<file path="src/sv/nklc_ram.sv">
// ----------------------------------------------------------------------------
// nklc_ram - generic simple dual-port RAM
// One write port, one read port, registered read data.
// ----------------------------------------------------------------------------
module nklc_ram #(
  parameter int WIDTH = 8,
  parameter int DEPTH = 64
) (
  input  logic                     clk_i,
  input  logic                     we_i,
  input  logic [$clog2(DEPTH)-1:0] waddr_i,
  input  logic [WIDTH-1:0]         wdata_i,
  input  logic [$clog2(DEPTH)-1:0] raddr_i,
  output logic [WIDTH-1:0]         rdata_o
);

  logic [WIDTH-1:0] mem_q [DEPTH];

  always_ff @(posedge clk_i) begin
    if (we_i) begin
      mem_q[waddr_i] <= wdata_i;
    end
    rdata_o <= mem_q[raddr_i];
  end

endmodule

</file>
<file path="config.mk">
export PLATFORM = sky130hd
export DESIGN_NAME = nklc_ram
export DESIGN_NICKNAME = d
export VERILOG_FILES = /design/src/sv/nklc_ram.sv
export SDC_FILE = /design/constraint.sdc
export NUM_CORES = 1
export LEC_CHECK = 0
export BUFFER_PORTS_ARGS = -buffer_cell sky130_fd_sc_hd__buf_2
export CORE_MARGIN = 3
export CORE_UTILIZATION = 60
export CTS_BUF_LIST = sky130_fd_sc_hd__clkbuf_2
export CTS_CLUSTER_SIZE = 20
export DETAILED_ROUTE_END_ITERATION = 10
export GPL_ROUTABILITY_DRIVEN = 0
export PLACE_DENSITY = 0.76
export SLEW_MARGIN = 20
export SYNTH_ARGS = -nofsm -noshare
export SYNTH_HDL_FRONTEND = slang
export SYNTH_SLANG_ARGS = --single-unit
</file>
<file path="constraint.sdc">
create_clock -name clk_i -period 4 [get_ports clk_i]
set_input_delay 0.4 -clock clk_i [delete_from_list [all_inputs] [get_ports clk_i]]
set_output_delay 0.4 -clock clk_i [all_outputs]
set_load 0.1 [all_outputs]
</file>
* Word-level counts from Yosys, hierarchy flattened
Memories as Yosys holds them, arrays and structs flattened. A register that Yosys moved wholly into a read port is not among the register bits.
Index checks and enable logic that the tools add are counted.
** Storage, ports and cells
- Memories :: 1
- Register bits after elaboration :: 0
- RAM bits :: 512
- Bits of input ports :: 22
- Word-level logic and storage cells :: 3
- Output and inout bits :: 8
** Memory list
- mem_q :: depth 64, width 8, rd ports 1, clocked after memory_dff 1, wr ports 1, RTL line 17 : logic [WIDTH-1:0] mem_q [DEPTH];
** Cells by class
- Muxes and demuxes :: 2
** Operator list (count)
- $mux 1 :: 2

* Depth between registers and ports, before layout
- Depth after elaboration :: 2
- Gate-level depth with buffers :: 9

* Least setup slack after synthesis
OpenSTA, ideal clock, no wires.
- Kind :: input -> register
- Start point :: in raddr_i[1]
- End point :: reg rdata_o[3], read port of mem_q
- Slack :: 1932 ps
- Arrival :: 1940 ps
- Setup time :: 128 ps
- Cell stages on the path :: 7
- Path buffers :: 3
- Required time :: 3872 ps
- Cells stage by stage :: buf_4 buf_2 buf_2 mux4_2 mux4_2 o21ai_1 o41ai_1
** RTL lines
- start, declared :: RTL line 13 : input logic [$clog2(DEPTH)-1:0] raddr_i,
- end, declared :: RTL line 14 : output logic [WIDTH-1:0] rdata_o

* Final worst setup path
- Start point :: reg rdata_o[0], read port of mem_q
- End point :: out rdata_o[0]
No word-level cell between the ends.

==> metrics.md <==
| Metric | Value |
|---|---|
| Setup violation total in the final timing report | `0` |
| Post-synthesis cell area | `0.0202 mm^2` |
| Routed wire per std cell | `26.6 um` |
| Largest net degree at the start of global routing | `67` |
| Clk sink count | `520` |
| RSZ-0062 raised after global routing | `no` |
| Maximum vdd drop | `0.206 mV` |
| Clock Tree Buf Depth | `3` |
| Placed Instance Area | `0.0207 mm^2` |
| H-tree levels | `3` |
| Minimum clock period | `2.32 ns` |
| Hold Path Class | `input port to flop` |
| Post_cts resized | `0` |
| Antenna Nets Post-Route | `0` |
| CP Launch Type | `flop` |
| Sequential area share after synthesis | `0.770` |
| Crit-path slowest cell | `buf_2` |
| Initial Utilization | `0.614` |
| Status | `finished, final reports clean` |
| Syn_nets | `962` |
| Commonest non-fill, non-tap cells in the layout | `edfxtp_1 (512), clkbuf_2 (192), mux4_2 (126)` |
| Worst setup EP type | `output port` |
| Row count | `66` |
| Worst EP required | `3.60 ns` |
| Grt ovf | `0` |
| Crit path DAT | `1.92 ns` |
| Clk Latency, worst-skew pair | `0.99 ns` |
| Setup TNS | `0 ns` |
| Fmax | `0.430 GHz` |
| DRC | `0` |
| Post-synth ARST share | `0` |
| DIE HEIGHT | `189 um` |
| Routed WL | `43,200 um` |
| EDFF count, synth | `512` |
| Initial antenna violation count | `3` |
| Maxcap violations | `0` |
| Pwr Total | `9990 uW` |
| Clock share of power | `0.333` |
| Hold Startpoint | `waddr_i[0]` |
| FILL cells | `2,224` |
| Worst Setup SP | `rdata_o[0]` |
| Commonest non-fill, non-tap cell in the layout | `edfxtp_1` |
| Cell internal pwr | `7570 uW` |
| DR vias | `10,100` |
| Worst Path Max Fanout | `1` |
| Lkg Pwr | `0.00711 uW` |
| CTS Buf Count | `121` |
| Comb power frac | `0.062` |
| Root buf cell | `clkbuf_2` |
| Largest delay share family, worst path | `buffers and inverters` |
| Sw frac | `0.243` |
| Number of global-route vias before repair | `10,300` |
| Synthesis Warnings | `0` |
| I/O pin cnt | `30` |
| PwrDens | `454 mW/mm^2` |
| Mean Syn Cell Area | `21.5 um^2` |
| Core box area | `0.0329 mm^2` |
| CP bufs+invs | `1` |
| Post-route cell area | `0.0220 mm^2` |
| Crit-path cells | `buf_2` |
| Final worst slack | `1.68 ns` |
| Slowest stage delay, CP | `0.48 ns` |
| IO buf count | `29` |
| Post-layout net count | `1,094` |
| Least-Margin Pin Slew | `1.11 ns` |
| Post-CTS setup repair buffer count | `0` |
| Switching pwr | `2430 uW` |
| Count of final max-slew check failures | `0` |
| Period utilization | `0.581` |
| Setup Skew | `0.0368 ns` |
| FF-to-FF Start | `mem_q[43][0]` |
| TritonCTS clock tree | `built` |
| Unique masters post-synth | `40` |
| Post-DP HPWL | `25,400 um` |
| Final Hold Fails | `0` |
| Relative slew slack | `0.258` |
| #FFs+latches synth | `520` |
| Setup WS pre-CTS | `0.956 ns` |
| Syn Inst Count | `940` |
| Area grow syn2layout | `9.05%` |
| Global-route wire length before repair | `64,700 um` |
| Clock slew at reported path FFs | `0.11 ns` |
| DR pass1 iterations | `5` |
| Crit path kind | `flop to output port` |
| 1st-iter DRT viols | `1,014` |
| All-Layer GR Usage | `0.249` |
| Synth Flop Type | `edfxtp_1` |
| Post-CTS Hold Buffers | `5` |
| Layout cell share with drive strength beyond 1 | `0.327` |
| DIE AREA | `0.0358 mm^2` |
| Vias per cell | `6.20` |
| Sequential power share | `0.605` |
| Die W | `189 um` |
-- power by group through the flow --
stage                     clock [uW]  combinational [uW]  sequential (uW)
after floorplan                    0                 321             6230
after global placement             0                 600             6170
after detailed placement           0                 611             6170
after CTS                       3400                 616             6050
after global routing            3700                 658             6050
final                           3330                 623             6050
-- cell type report --
cell class | instances | area, um^2 | share of cell area
multi-input combinational | 369 | 4320 | 0.196
tap | 442 | 553 | 0.0251
clock inverter | 38 | 173 | 0.00785
sequential | 520 | 15500 | 0.706
timing repair buffer | 60 | 452 | 0.0205
antenna | 1 | 2.50 | 0.000114
clock buffer | 192 | 961 | 0.0437
-- kinds of logic after synthesis --
logic type	share of synthesized area
buffers and inverters	0.0157
DFF	0.770
AOI/OAI and AO/OA	0.0207
and+or+nand+nor	0.0339
muxes	0.159
-- registers in the layout, summed over array words and instances (netlist names) --
name,count
mem_q,512
rdata_o,8
-- synthesized netlist by cell type (all sizes together) (3+ instances only) --
library cell	number	area (um^2)
dfxtp	8	160
a21oi	3	15.0
edfxtp	512	15400
o22ai	8	50.1
o2111ai	3	26.3
nor2	83	312
nand2b	7	43.8
a22oi	3	22.5
clkbuf	17	63.8
o221ai	8	70.1
nand3b	3	22.5
a211oi	4	30.0
mux4	126	2840
nor3	7	35.0
mux2i	23	230
nand3	13	65.1
o2bb2ai	3	26.3
nand2	19	71.3
a221oi	6	52.6
mux2	13	146
buf	34	253
nor2b	14	87.6
o21ai	4	20.0
-- path summary, 6_finish.rpt --
| check | end | slack (ns) | depth (start not counted) |
|---|---|---|---|
| setup reg to reg | rdata_o[0] | 1.78 | 4 |
| hold reg to reg | rdata_o[4] | 0.87 | 3 |
| hold / removal | mem_q[49][3] | 0.15 | 4 |
| setup / recovery | rdata_o[0] | 1.68 | 1 |
-- metal layers --
layer,up-vias,global-route usage,share of wire
met5,-,0,0.00067
met4,4,0.0825,0.020
met3,69,0.0654,0.10
met2,566,0.380,0.48
met1,5115,0.361,0.40
li1,4304,-,-
-- per-stage QoR --
stage / hold slack (ns) / util / instances
final: 0.146 / 0.669 / 1622
after global routing: 0.0804 / 0.669 / 1622
after CTS: 0.0346 / 0.666 / 1614
after detailed placement: 0.853 / 0.630 / 1379
after global placement: 0.825 / 0.630 / 1379
after floorplan: 0.499 / - / 940
Power figures use the tool's default switching activity.
